$ cat src/sv/sprd_pkg.sv
package sprd_pkg;

  // Width of the pen coordinates; the ports always carry 16 bits.
  localparam int CoordBits = 16;

  typedef enum logic [2:0] {
    PH_OPCODE,
    PH_LITERAL,
    PH_SHADOW_CNT,
    PH_SHADOW_EXT,
    PH_FILL_CNT,
    PH_FILL_COLOUR
  } phase_t;

  localparam logic [1:0] KindPalette = 2'd0;
  localparam logic [1:0] KindShadow  = 2'd1;
  localparam logic [1:0] KindNone    = 2'd2;

  localparam logic [1:0] StatusRunning = 2'd0;
  localparam logic [1:0] StatusEndMark = 2'd1;
  localparam logic [1:0] StatusRanOut  = 2'd2;

  localparam logic [1:0] RegImageWidth   = 2'd0;
  localparam logic [1:0] RegMirror       = 2'd1;
  localparam logic [1:0] RegShadowEnable = 2'd2;

  localparam logic [7:0] OpEndLine = 8'h00;
  localparam logic [7:0] OpEndMark = 8'h80;
  localparam logic [7:0] OpShadow  = 8'hC0;
  localparam logic [7:0] OpFill    = 8'hC1;

  localparam logic [15:0] ImageWidthReset = 16'd64;

  typedef struct packed {
    logic [15:0] image_width;
    logic        mirror;
    logic        shadow_enable;
  } cfg_t;

  typedef struct packed {
    logic [CoordBits-1:0] pen_column;
    logic [CoordBits-1:0] pen_row;
    phase_t               phase;
    logic [7:0]           run_count;
    logic                 finished;
  } state_t;

  typedef struct packed {
    logic [1:0]  span_kind;
    logic [15:0] start_column;
    logic [15:0] row;
    logic [7:0]  span_length;
    logic [7:0]  colour_index;
    logic [1:0]  stream_status;
  } result_t;

  // Pen step: rightwards normally, leftwards when mirrored, wrapping.
  function automatic logic [CoordBits-1:0] move_pen(input logic [CoordBits-1:0] col,
                                                    input logic [7:0] n,
                                                    input logic mirror);
    logic [CoordBits-1:0] step;
    step = CoordBits'(n);
    return mirror ? (col - step) : (col + step);
  endfunction

  function automatic logic [CoordBits-1:0] row_start(input cfg_t cfg);
    logic [15:0] wm1;
    wm1 = cfg.image_width - 16'd1;
    return cfg.mirror ? wm1[CoordBits-1:0] : '0;
  endfunction

endpackage

$ cat src/sv/sprd_if.sv
interface sprd_code_if;
  logic       valid;
  logic       ready;
  logic [7:0] data_byte;
  logic       first_byte;
  logic       last_byte;

  modport source (output valid, data_byte, first_byte, last_byte, input ready);
  modport sink   (input valid, data_byte, first_byte, last_byte, output ready);
endinterface

interface sprd_span_if;
  logic        valid;
  logic        ready;
  logic [1:0]  span_kind;
  logic [15:0] start_column;
  logic [15:0] row;
  logic [7:0]  span_length;
  logic [7:0]  colour_index;
  logic [1:0]  stream_status;

  modport source (output valid, span_kind, start_column, row, span_length, colour_index,
                  stream_status, input ready);
  modport sink   (input valid, span_kind, start_column, row, span_length, colour_index,
                  stream_status, output ready);
endinterface

interface sprd_cfg_if;
  logic        valid;
  logic        ready;
  logic [1:0]  reg_index;
  logic [15:0] wdata;

  modport source (output valid, reg_index, wdata, input ready);
  modport sink   (input valid, reg_index, wdata, output ready);
endinterface

$ cat src/sv/sprite_rle_span_decoder_core.sv
// Run-length sprite span decoder.
// The code channel takes one word per cycle: a byte of the coded sprite with
// flags for the first and the last byte of a buffer. The span channel gives
// at most one word for each code word: a palette span, a shadow span, or a
// status-only word when the end mark is met or the buffer runs out.
// The cfg channel writes image width, mirror and shadow enable; it is always
// ready and should only be used while no code word is still in flight.
// A code word enters the input register when accepted; its span word is then
// loaded into the span register once the decode stage moves, and shown there.
// One code word is accepted every cycle while the span
// side keeps up; the whole byte decode sits between an input register and
// the span register, so the pen and phase are settled before the next byte.
// When the receiver stalls, the span word holds and the input register holds
// the following byte; the code channel then stalls one word later.
// Reset clears the pen, the phase and the finished flag, loads the register
// defaults (width 64, no mirroring, shadows drawn) and empties both stages.
module sprite_rle_span_decoder_core (
  input logic         clk,
  input logic         rst,
  sprd_code_if.sink   code,
  sprd_span_if.source span,
  sprd_cfg_if.sink    cfg
);

  sprd_pkg::cfg_t    cfg_q;
  sprd_pkg::state_t  st;
  sprd_pkg::state_t  st_next;
  sprd_pkg::result_t res;
  sprd_pkg::result_t out_q;
  logic              emit;

  // Input register.
  logic       s1_valid;
  logic [7:0] s1_byte;
  logic       s1_first;
  logic       s1_last;

  logic out_valid;
  logic adv;

  // The decode stage moves whenever the span register is empty or being taken.
  assign adv        = !out_valid || span.ready;
  assign code.ready = !s1_valid || adv;
  assign cfg.ready  = 1'b1;

  always_ff @(posedge clk) begin
    if (rst) begin
      cfg_q.image_width   <= sprd_pkg::ImageWidthReset;
      cfg_q.mirror        <= 1'b0;
      cfg_q.shadow_enable <= 1'b1;
    end else if (cfg.valid) begin
      case (cfg.reg_index)
        sprd_pkg::RegImageWidth:   cfg_q.image_width   <= cfg.wdata;
        sprd_pkg::RegMirror:       cfg_q.mirror        <= cfg.wdata[0];
        sprd_pkg::RegShadowEnable: cfg_q.shadow_enable <= cfg.wdata[0];
        default: ;
      endcase
    end
  end

  always_ff @(posedge clk) begin
    if (rst) begin
      s1_valid <= 1'b0;
    end else if (code.ready) begin
      s1_valid <= code.valid;
    end
  end

  always_ff @(posedge clk) begin
    if (code.ready && code.valid) begin
      s1_byte  <= code.data_byte;
      s1_first <= code.first_byte;
      s1_last  <= code.last_byte;
    end
  end

  sprd_decode u_decode (
    .st         (st),
    .cfg        (cfg_q),
    .data_byte  (s1_byte),
    .first_byte (s1_first),
    .last_byte  (s1_last),
    .st_next    (st_next),
    .emit       (emit),
    .res        (res)
  );

  // Decoder state only changes when a byte leaves the input register.
  always_ff @(posedge clk) begin
    if (rst) begin
      st.pen_column <= '0;
      st.pen_row    <= '0;
      st.phase      <= sprd_pkg::PH_OPCODE;
      st.run_count  <= '0;
      st.finished   <= 1'b0;
    end else if (s1_valid && adv) begin
      st <= st_next;
    end
  end

  always_ff @(posedge clk) begin
    if (rst) begin
      out_valid <= 1'b0;
    end else if (adv) begin
      out_valid <= s1_valid && emit;
    end
  end

  always_ff @(posedge clk) begin
    if (adv && s1_valid && emit) begin
      out_q <= res;
    end
  end

  assign span.valid         = out_valid;
  assign span.span_kind     = out_q.span_kind;
  assign span.start_column  = out_q.start_column;
  assign span.row           = out_q.row;
  assign span.span_length   = out_q.span_length;
  assign span.colour_index  = out_q.colour_index;
  assign span.stream_status = out_q.stream_status;

  // A decoded last byte always leaves the decoder finished.
  a_last_finishes: assert property (@(posedge clk) disable iff (rst)
    (s1_valid && adv && s1_last) |=> st.finished)
    else $error("last byte did not finish the stream");

  // A stalled decode stage keeps its byte.
  a_s1_hold: assert property (@(posedge clk) disable iff (rst)
    (s1_valid && !adv) |=> (s1_valid && $stable(s1_byte) && $stable(s1_first)))
    else $error("input register lost a byte under stall");

  // A literal run in progress never has a zero count.
  a_literal_count: assert property (@(posedge clk) disable iff (rst)
    (st.phase == sprd_pkg::PH_LITERAL) |-> (st.run_count != 8'd0))
    else $error("literal phase with zero count");

  // End-mark words never carry a span.
  a_endmark_nospan: assert property (@(posedge clk) disable iff (rst)
    (out_valid && out_q.stream_status == sprd_pkg::StatusEndMark)
      |-> (out_q.span_kind == sprd_pkg::KindNone && out_q.span_length == 8'd0))
    else $error("end mark word carries a span");

endmodule

$ cat src/sv/sprd_decode.sv
module sprd_decode (
  input  sprd_pkg::state_t  st,
  input  sprd_pkg::cfg_t    cfg,
  input  logic [7:0]        data_byte,
  input  logic              first_byte,
  input  logic              last_byte,
  output sprd_pkg::state_t  st_next,
  output logic              emit,
  output sprd_pkg::result_t res
);

  sprd_pkg::state_t     eff;
  sprd_pkg::phase_t     phase_next;
  logic [7:0]           count_next;
  logic [7:0]           count_dec;
  logic [7:0]           n;
  logic                 do_move;
  logic                 end_line;
  logic                 end_mark;
  logic                 span;
  logic [1:0]           kind;
  logic [7:0]           colour;
  logic [sprd_pkg::CoordBits-1:0] col_next;
  logic [sprd_pkg::CoordBits-1:0] row_next;

  // A first byte restarts the pen and the decoder before being decoded.
  always_comb begin
    eff = st;
    if (first_byte) begin
      eff.pen_row    = '0;
      eff.pen_column = sprd_pkg::row_start(cfg);
      eff.phase      = sprd_pkg::PH_OPCODE;
      eff.run_count  = '0;
      eff.finished   = 1'b0;
    end
  end

  assign count_dec = eff.run_count - 8'd1;

  // Phase and run count.
  always_comb begin
    phase_next = eff.phase;
    count_next = eff.run_count;
    if (!eff.finished) begin
      case (eff.phase)
        sprd_pkg::PH_OPCODE: begin
          if (data_byte inside {[8'h01:8'h7F]}) begin
            count_next = data_byte;
            phase_next = sprd_pkg::PH_LITERAL;
          end else if (data_byte == sprd_pkg::OpShadow) begin
            phase_next = sprd_pkg::PH_SHADOW_CNT;
          end else if (data_byte == sprd_pkg::OpFill) begin
            phase_next = sprd_pkg::PH_FILL_CNT;
          end else if (data_byte inside {[8'hC2:8'hFF]}) begin
            count_next = data_byte - sprd_pkg::OpShadow;
            phase_next = sprd_pkg::PH_FILL_COLOUR;
          end
        end
        sprd_pkg::PH_LITERAL: begin
          count_next = count_dec;
          if (count_dec == 8'd0) begin
            phase_next = sprd_pkg::PH_OPCODE;
          end
        end
        sprd_pkg::PH_SHADOW_CNT: begin
          phase_next = (data_byte[1:0] != 2'd0) ? sprd_pkg::PH_OPCODE
                                                 : sprd_pkg::PH_SHADOW_EXT;
        end
        sprd_pkg::PH_SHADOW_EXT: begin
          phase_next = sprd_pkg::PH_OPCODE;
        end
        sprd_pkg::PH_FILL_CNT: begin
          count_next = data_byte;
          phase_next = sprd_pkg::PH_FILL_COLOUR;
        end
        sprd_pkg::PH_FILL_COLOUR: begin
          count_next = '0;
          phase_next = sprd_pkg::PH_OPCODE;
        end
        default: begin
          phase_next = sprd_pkg::PH_OPCODE;
        end
      endcase
    end
  end

  // Pen movement and span generation.
  always_comb begin
    n        = '0;
    do_move  = 1'b0;
    end_line = 1'b0;
    end_mark = 1'b0;
    span     = 1'b0;
    kind     = sprd_pkg::KindNone;
    colour   = '0;
    if (!eff.finished) begin
      case (eff.phase)
        sprd_pkg::PH_OPCODE: begin
          if (data_byte == sprd_pkg::OpEndLine) begin
            end_line = 1'b1;
          end else if (data_byte == sprd_pkg::OpEndMark) begin
            end_mark = 1'b1;
          end else if (data_byte inside {[8'h81:8'hBF]}) begin
            n       = data_byte - sprd_pkg::OpEndMark;
            do_move = 1'b1;
          end
        end
        sprd_pkg::PH_LITERAL: begin
          n       = 8'd1;
          do_move = 1'b1;
          span    = 1'b1;
          kind    = sprd_pkg::KindPalette;
          colour  = data_byte;
        end
        sprd_pkg::PH_SHADOW_CNT: begin
          if (data_byte[1:0] != 2'd0) begin
            n       = {6'd0, data_byte[1:0]};
            do_move = 1'b1;
            span    = cfg.shadow_enable;
            kind    = sprd_pkg::KindShadow;
          end
        end
        sprd_pkg::PH_SHADOW_EXT: begin
          n       = data_byte;
          do_move = 1'b1;
          span    = cfg.shadow_enable && (data_byte != 8'd0);
          kind    = sprd_pkg::KindShadow;
        end
        sprd_pkg::PH_FILL_COLOUR: begin
          n       = eff.run_count;
          do_move = 1'b1;
          span    = (eff.run_count != 8'd0);
          kind    = sprd_pkg::KindPalette;
          colour  = data_byte;
        end
        default: begin
          n = '0;
        end
      endcase
    end
  end

  always_comb begin
    col_next = eff.pen_column;
    row_next = eff.pen_row;
    if (end_line) begin
      row_next = eff.pen_row + sprd_pkg::CoordBits'(1);
      col_next = sprd_pkg::row_start(cfg);
    end else if (do_move) begin
      col_next = sprd_pkg::move_pen(eff.pen_column, n, cfg.mirror);
    end
  end

  always_comb begin
    st_next            = eff;
    st_next.pen_column = col_next;
    st_next.pen_row    = row_next;
    st_next.phase      = phase_next;
    st_next.run_count  = count_next;
    st_next.finished   = eff.finished || end_mark || last_byte;
  end

  // One result at most: an end mark wins; a span and running out share one word.
  always_comb begin
    emit              = 1'b0;
    res.span_kind     = sprd_pkg::KindNone;
    res.start_column  = 16'(col_next);
    res.row           = 16'(row_next);
    res.span_length   = '0;
    res.colour_index  = '0;
    res.stream_status = sprd_pkg::StatusRunning;
    if (!eff.finished) begin
      if (end_mark) begin
        emit              = 1'b1;
        res.stream_status = sprd_pkg::StatusEndMark;
      end else if (span || last_byte) begin
        emit = 1'b1;
        if (span) begin
          res.span_kind    = kind;
          res.start_column = 16'(eff.pen_column);
          res.span_length  = n;
          res.colour_index = colour;
        end
        res.stream_status = last_byte ? sprd_pkg::StatusRanOut : sprd_pkg::StatusRunning;
      end
    end
  end

endmodule
$ cat src/flat_wrapper.sv
// flat-port wrapper written by rule: the top's interface ports become plain ports
module sprite_rle_span_decoder_core_flat 
  (clk, rst, code_valid, code_data_byte, code_first_byte, code_last_byte, code_ready, span_valid, span_span_kind, span_start_column, span_row, span_span_length, span_colour_index, span_stream_status, span_ready, cfg_valid, cfg_reg_index, cfg_wdata, cfg_ready);
  sprd_code_if code_i ();
  sprd_span_if span_i ();
  sprd_cfg_if cfg_i ();
  input logic clk;
  input logic rst;
  input wire logic [$bits(code_i.valid)-1:0] code_valid;
  input wire logic [$bits(code_i.data_byte)-1:0] code_data_byte;
  input wire logic [$bits(code_i.first_byte)-1:0] code_first_byte;
  input wire logic [$bits(code_i.last_byte)-1:0] code_last_byte;
  output wire logic [$bits(code_i.ready)-1:0] code_ready;
  output wire logic [$bits(span_i.valid)-1:0] span_valid;
  output wire logic [$bits(span_i.span_kind)-1:0] span_span_kind;
  output wire logic [$bits(span_i.start_column)-1:0] span_start_column;
  output wire logic [$bits(span_i.row)-1:0] span_row;
  output wire logic [$bits(span_i.span_length)-1:0] span_span_length;
  output wire logic [$bits(span_i.colour_index)-1:0] span_colour_index;
  output wire logic [$bits(span_i.stream_status)-1:0] span_stream_status;
  input wire logic [$bits(span_i.ready)-1:0] span_ready;
  input wire logic [$bits(cfg_i.valid)-1:0] cfg_valid;
  input wire logic [$bits(cfg_i.reg_index)-1:0] cfg_reg_index;
  input wire logic [$bits(cfg_i.wdata)-1:0] cfg_wdata;
  output wire logic [$bits(cfg_i.ready)-1:0] cfg_ready;
  assign code_i.valid = code_valid;
  assign code_i.data_byte = code_data_byte;
  assign code_i.first_byte = code_first_byte;
  assign code_i.last_byte = code_last_byte;
  assign code_ready = code_i.ready;
  assign span_valid = span_i.valid;
  assign span_span_kind = span_i.span_kind;
  assign span_start_column = span_i.start_column;
  assign span_row = span_i.row;
  assign span_span_length = span_i.span_length;
  assign span_colour_index = span_i.colour_index;
  assign span_stream_status = span_i.stream_status;
  assign span_i.ready = span_ready;
  assign cfg_i.valid = cfg_valid;
  assign cfg_i.reg_index = cfg_reg_index;
  assign cfg_i.wdata = cfg_wdata;
  assign cfg_ready = cfg_i.ready;
  sprite_rle_span_decoder_core u_core (.clk(clk), .rst(rst), .code(code_i), .span(span_i), .cfg(cfg_i));
endmodule
$ cat config.mk
export PLATFORM = sky130hd
export DESIGN_NAME = sprite_rle_span_decoder_core_flat
export DESIGN_NICKNAME = d
export VERILOG_FILES = /design/src/sv/sprd_pkg.sv /design/src/sv/sprd_if.sv /design/src/sv/sprite_rle_span_decoder_core.sv /design/src/sv/sprd_decode.sv /design/src/flat_wrapper.sv
export SDC_FILE = /design/constraint.sdc
export NUM_CORES = 1
export LEC_CHECK = 0
export BUFFER_PORTS_ARGS = -buffer_cell sky130_fd_sc_hd__buf_2
export CORE_ASPECT_RATIO = 1.25
export CORE_MARGIN = 2
export CORE_UTILIZATION = 40
export CTS_BUF_LIST = sky130_fd_sc_hd__clkbuf_16
export CTS_CLUSTER_DIAMETER = 100
export DETAILED_ROUTE_END_ITERATION = 16
export GPL_TIMING_DRIVEN = 0
export PLACE_DENSITY_LB_ADDON = 0.2
export REMOVE_ABC_BUFFERS = 1
export SLEW_MARGIN = 10
export SYNTH_ARGS = -nofsm -noshare
export SYNTH_HDL_FRONTEND = slang
export SYNTH_SLANG_ARGS = --single-unit
$ cat constraint.sdc
create_clock -name clk -period 5.1 [get_ports clk]
set_input_delay 0.255 -clock clk [delete_from_list [all_inputs] [get_ports clk]]
set_output_delay 0.255 -clock clk [all_outputs]
set_load 0.02 [all_outputs]
Word-level counts from Yosys, hierarchy flattened
Index checks and enable logic that the tools add are counted.
W data, S select, Z words.
{ "op_classes": {"eq_ne": 10, "addsub": 7, "bitwise": 3, "n_mux": 54, "n_lt_le_gt_ge": 6, "n_reduce_logical": 30} }
{ "ops": {"columns": ["operator", "count"], "rows": [
  ["$mux W16", 9],
  ["$mux W8", 9],
  ["$mux W44", 1],
  ["$pmux W8 S5", 1],
  ["$pmux W8 S4", 1],
  ["$eq A8 B8 Y1 const B", 3],
  ["$mux W1", 19],
  ["$mux W3", 6],
  ["$add A16 B1 Y16 const B", 1],
  ["$add A16 B8 Y16", 1],
  ["$ge A8 B8 Y1 const B", 2],
  ["$le A8 B8 Y1 const B", 2],
  ["$logic_not A8 Y1", 2],
  ["$reduce_bool A8 Y1", 2],
  ["$sub A16 B1 Y16 const B", 1],
  ["$sub A16 B8 Y16", 1],
  ["$sub A8 B8 Y8 const B", 2],
  ["$pmux W3 S4", 1],
  ["$ge A8 B1 Y1 const B", 1],
  ["$le A8 B7 Y1 const B", 1],
  ["$logic_and A1 B1 Y1", 8],
  ["$mux W2", 4],
  ["$sub A8 B1 Y8 const B", 1],
  ["$eq A3 B2 Y1 const B", 2],
  ["18 further kinds", 29]
]} }
{ "word_totals": {"ff_bits": 126, "out_inout_bits": 55} }

Longest topological paths before layout
{ "depth": {"depth_word": 15, "mapped_depth": 21, "mapped_depth_nobuf": 20} }

By module
A second synthesis with hierarchy kept.
{ "unflattened": {"cells_unflattened": 964, "area_unflattened_um2": 8583.2} }
{ "by_module_without_submodules": {"columns": ["mod", "instances", "cells_per_inst", "area_per_inst_um2"], "rows": [
  ["sprite_rle_span_decoder_core", 1, 347, 4600.7],
  ["sprd_decode", 1, 617, 3982.6]
]} }

Least setup slack after synthesis
Ideal clock, no wire load.
{ "synth_path": {"path_kind": "register to register", "startpoint": "reg u_core.s1_byte[4]", "endpoint": "reg u_core.out_q (netlist bit u_core.span.start_column[15]), data pin", "path_buffers": 1, "required_time_ps": 4835, "path_stages_with_launch": 20, "setup_ps": 265, "arrival_time_ps": 4542, "period_less_slack_ps": 4807, "setup_slack_ps": 293, "path_cell_list": "edfxtp_1 -> or4_1 -> nor2_2 -> o21ai_2 -> a22o_1 -> o21ai_0 -> nor2b_1 -> clkbuf_1 -> and3_1 -> ha_1 -> a21oi_1 -> ha_1 -> a21o_1 -> a31o_1 -> a211o_1 -> o211ai_1 -> a21oi_1 -> o21ai_2 -> mux2i_1 -> or3_1"} }
{ "synth_lines": {"columns": ["element", "line_no", "source"], "rows": [
  ["start: declaration", "sprite_rle_span_decoder_core.sv:34", "logic [7:0] s1_byte;"],
  ["start signal: assignment", "sprite_rle_span_decoder_core.sv:71", "s1_byte <= code.data_byte;"],
  ["end signal: assignment", "sprite_rle_span_decoder_core.sv:111", "out_q <= res;"],
  ["end: declaration", "sprite_rle_span_decoder_core.sv:29", "sprd_pkg::result_t out_q;"]
]} }

==> metrics.yaml <==
global_routing:
  first_global_vias: 6566
  antenna_found_initial: 0
  grt_max_degree: 68
  overflow: 0
  grt_pass1_wl_mm: 33.7
  grtUsageTotal_pct: 20.6
timing:
  skew_ns: 0.0115
  max_slew_margin_pct: 31.7
  finalHoldViolations: 0
  fin_setup_tns_ns: 0
  maxSlewViolCount: 0
  layout_setup_ws_ns: 0.155
  setup_viol: 0
  worst_slew_pin_slew_ns: 1.02
  min_period_ns: 4.94
  max_freq_ghz: 0.202
  fin_crit_sh_pct: 97.0
route:
  drt_iter0_markers: 559
  dr.pass1.iters: 5
  num_vias: 6969
  viasPerCell: 5.63
  ant_nets: 0
  avgRoutedWirePerCell_um: 17.1
  post-route-drc-count: 0
  wl_mm: 21.2
synthesis:
  yosys.area.top_type_share_pct: 23.9
  yosysWarnings: 0
  synth_area_leaders: "edfxtp_1, dfxtp_1, nand2_1, a21oi_1, nor2_1"
  yosysSeqAreaShare_pct: 40.4
  synthFlopType: "dfxtp_1"
  ys_ff_latch: 126
  syn-cell-area_mm2: 0.00778
  synth_edf_count: 62
  async_flop_share_pct: 0
  synth_top_family_by_area: "simple AND/OR/NAND/NOR gates"
  synth_largest_area_cell: "edfxtp_1"
  synth_compound_area_share_pct: 18.5
  muxShareOfSynthArea_pct: 3.49
  ys_types: 78
  synth_area_per_cell_um2: 8.65
  synth-adder-area-share_pct: 4.44
  synthXorXnorAreaFrac_pct: 4.82
  yosys.area_share.simple_pct: 24.2
  synth_cells: 900
worst_setup_path:
  cp.arrival_ns: 5.11
  critPathMaxFanout: 6
  r2r-end: "u_core.span.start_column[15]"
  slowest_delay_ns: 0.54
  setup.worst_path.end_class: "register"
  worstPathRequired_ns: 5.27
  path_cells: "ha_2 > nand2b_1 > o21bai_2 > o21ai_4 > a22o_1 > o21ai_2 > nor2b_4 > and3_1 > ha_1 > a21oi_2 > ha_1 > a21o_1 > a31o_4 > a211o_1 > o211ai_1 > and3_4 > o21ai_4 > mux2i_1 > or3_1"
  regToRegSetupSlack_ns: 0.16
  reg2reg_depth: 19
  r2r-start: "u_core.s1_byte[6]"
  cp-start-kind: "register"
  slowest_stage: "edfxtp_1"
  cpLargestDelayFamily: "compound AO/OA/AOI/OAI gates"
  critPathKind: "reg -> reg"
  path_buf_inv: 0
final_layout:
  final_nets: 1049
  final_area_mm2: 0.00952
  antenna_cells: 0
  layout-drive-gt1-share_pct: 21.7
  syn_to_final_growth_pct: 22.3
status:
  outcome: "finished clean"
clocking:
  clockRootBuffer: "clkbuf_16"
  insertion_delay_ns: 0.43
  htreeDepth: 4
  cts_made_buffers: 17
  cts.reportedPaths.clkPinSlew_ns: 0.06
  cts_num_sinks: 126
  ctsLongestPathBuffers: 2
  cts_tree: "done"
floorplan:
  core_area_mm2: 0.0193
  die_height_um: 160
  start_util_pct: 40.4
  io_pins: 88
  die_w_um: 129
  die_area_mm2: 0.0206
  rows: 57
hold_path:
  whs_path_depth: 1
  hold_start: "code_data_byte[7]"
  min_path_type: "in -> reg"
  min_to: "u_core.s1_byte[7]"
job:
  cap_violations: 0
pwr:
  p_leak_nw: 3.75
  powerDensity_mw_per_mm2: 303
  ir_worst_vdd_uv: 224
placement:
  io_buffers: 86
  post_dp_cell_area_mm2: 0.00850
  dp_hpwl_mm: 14.2
  dp_slack_ns: -1.20
  gp_congestion: 0.920
[flip-flops by register name, summed over array words and instances (netlist names)]
signal,cells
u_core.span.span_length,8
u_core.span.span_kind,2
u_core.s1_first,1
u_core.span.colour_index,8
u_core.cfg_q,18
u_core.s1_last,1
u_core.s1_byte,8
u_core.span.stream_status,2
u_core.span.valid,1
u_core.st,44
u_core.s1_valid,1
u_core.span.row,16
u_core.span.start_column,16
[cell usage after synthesis (3+ instances only)]
cell	count
or3_1	10
or2_2	4
and2_1	11
nand2b_1	11
mux2i_1	17
o211ai_1	4
nand4_1	7
o21ai_0	31
a22o_1	3
a31oi_1	9
nand2_1	114
nand3b_1	5
buf_2	10
o21bai_1	3
mux2_2	9
nor3_1	29
inv_1	27
a311oi_1	6
a41o_1	6
o221a_2	3
ha_1	26
a41oi_1	4
xor2_1	13
clkbuf_1	32
a21o_1	8
o21a_1	7
nor4_1	7
nand3_1	16
o31ai_1	6
nor2_1	102
or3b_2	3
a21oi_1	79
buf_1	10
xnor2_1	28
o22ai_1	10
nor2b_1	17
nor3b_1	10
a211oi_1	12
dfxtp_1	64
edfxtp_1	62
a22oi_1	7
and3_1	10
[cell type report]
type / instances / area [um^2]
multi-input cells: 693 / 4520
clock inverters: 15 / 146
fillers: 1855 / 9730
clock buffers: 17 / 425
flip-flops and latches: 126 / 3140
inverters: 27 / 128
repair buffers: 124 / 861
well taps: 236 / 295
[metrics by stage]
| step | cells | power, mW | hold slack (ns) | util (%) |
|---|---|---|---|---|
| 6_report | 1238 | 2.88 | 0.0177 | 49.4 |
| 5_1_grt | 1238 | 3.01 | 0.00212 | 49.4 |
| 4_1_cts | 1221 | 2.87 | 0.00398 | 48.1 |
| 3_5_place_dp | 1177 | 1.67 | 0.433 | 44.1 |
| 3_3_place_gp | 1168 | 1.65 | 0.433 | 43.0 |
| 2_1_floorplan | 846 | 1.52 | 0.324 | - |
[report_power, final]
group | switching [mW] | internal [mW] | total, mW
clock | 0.468 | 0.716 | 1.18
sequential | 0.0382 | 1.11 | 1.14
combinational | 0.320 | 0.236 | 0.555
[how the worst max path moves through the flow]
stage	startpoint	endpoint	slack [ns]	depth (start not counted)
after floorplan	u_core.s1_first	u_core.span.start_column[15]	-0.85	18
after global placement	u_core.s1_first	u_core.span.start_column[1]	-3.58	8
after detailed placement	u_core.s1_first	u_core.span.start_column[15]	-1.20	21
after CTS	u_core.s1_byte[6]	u_core.span.start_column[15]	0.003	19
after global routing	u_core.s1_byte[6]	u_core.span.start_column[15]	-0.03	19
final	u_core.s1_byte[6]	u_core.span.start_column[15]	0.16	19
[logic make-up (layout without fill, tap and decap cells)]
kind of cell             count (synthesis)  count (layout)
AO/OA/AOI/OAI                          221             221
XOR/XNOR                                42              42
adder cells (fa/ha/maj)                 27              27
buffers and inverters                   81             183
flip-flops                             126             126
multiplexers                            26              26
other                                    1               1
AND/OR/NAND/NOR                        376             376
[layer usage]
metal  vias to the layer above  routed length, um  global-route usage [%]
met2                       240              10100                    33.2
met3                        35               1180                    4.76
met1                      3262               9530                    27.3
li1                       3432                  -                       -
met5                         -                  0                       0
met4                         0                391                    7.02
[placed cells by master, fill, tap and decap left out, types with 12 or more instances in the layout]
| master | Yosys | routed |
|---|---|---|
| a21oi_1 | 79 | 74 |
| buf_2 | 10 | 85 |
| clkbuf_16 | 0 | 18 |
| o21ai_0 | 31 | 29 |
| inv_1 | 27 | 27 |
| edfxtp_1 | 62 | 62 |
| nand3_1 | 16 | 16 |
| nor2_1 | 102 | 96 |
| mux2i_1 | 17 | 17 |
| nor3_1 | 29 | 29 |
| nand2_1 | 114 | 111 |
| xor2_1 | 13 | 13 |
| xnor2_1 | 28 | 28 |
| dfxtp_1 | 64 | 64 |
| ha_1 | 26 | 25 |
| a211oi_1 | 12 | 12 |
| buf_4 | 2 | 24 |
| nor2b_1 | 17 | 15 |
[repair_timing]
action	4_1_cts	5_1_grt
gates resized for setup	24	24
hold buffers	6	0
pin swaps	2	12
gates cloned	0	1
hold endpoints to repair	6	0
buffers inserted	6	16
endpoints found under the setup margin	23	5
Power figures use the tool's default switching activity.
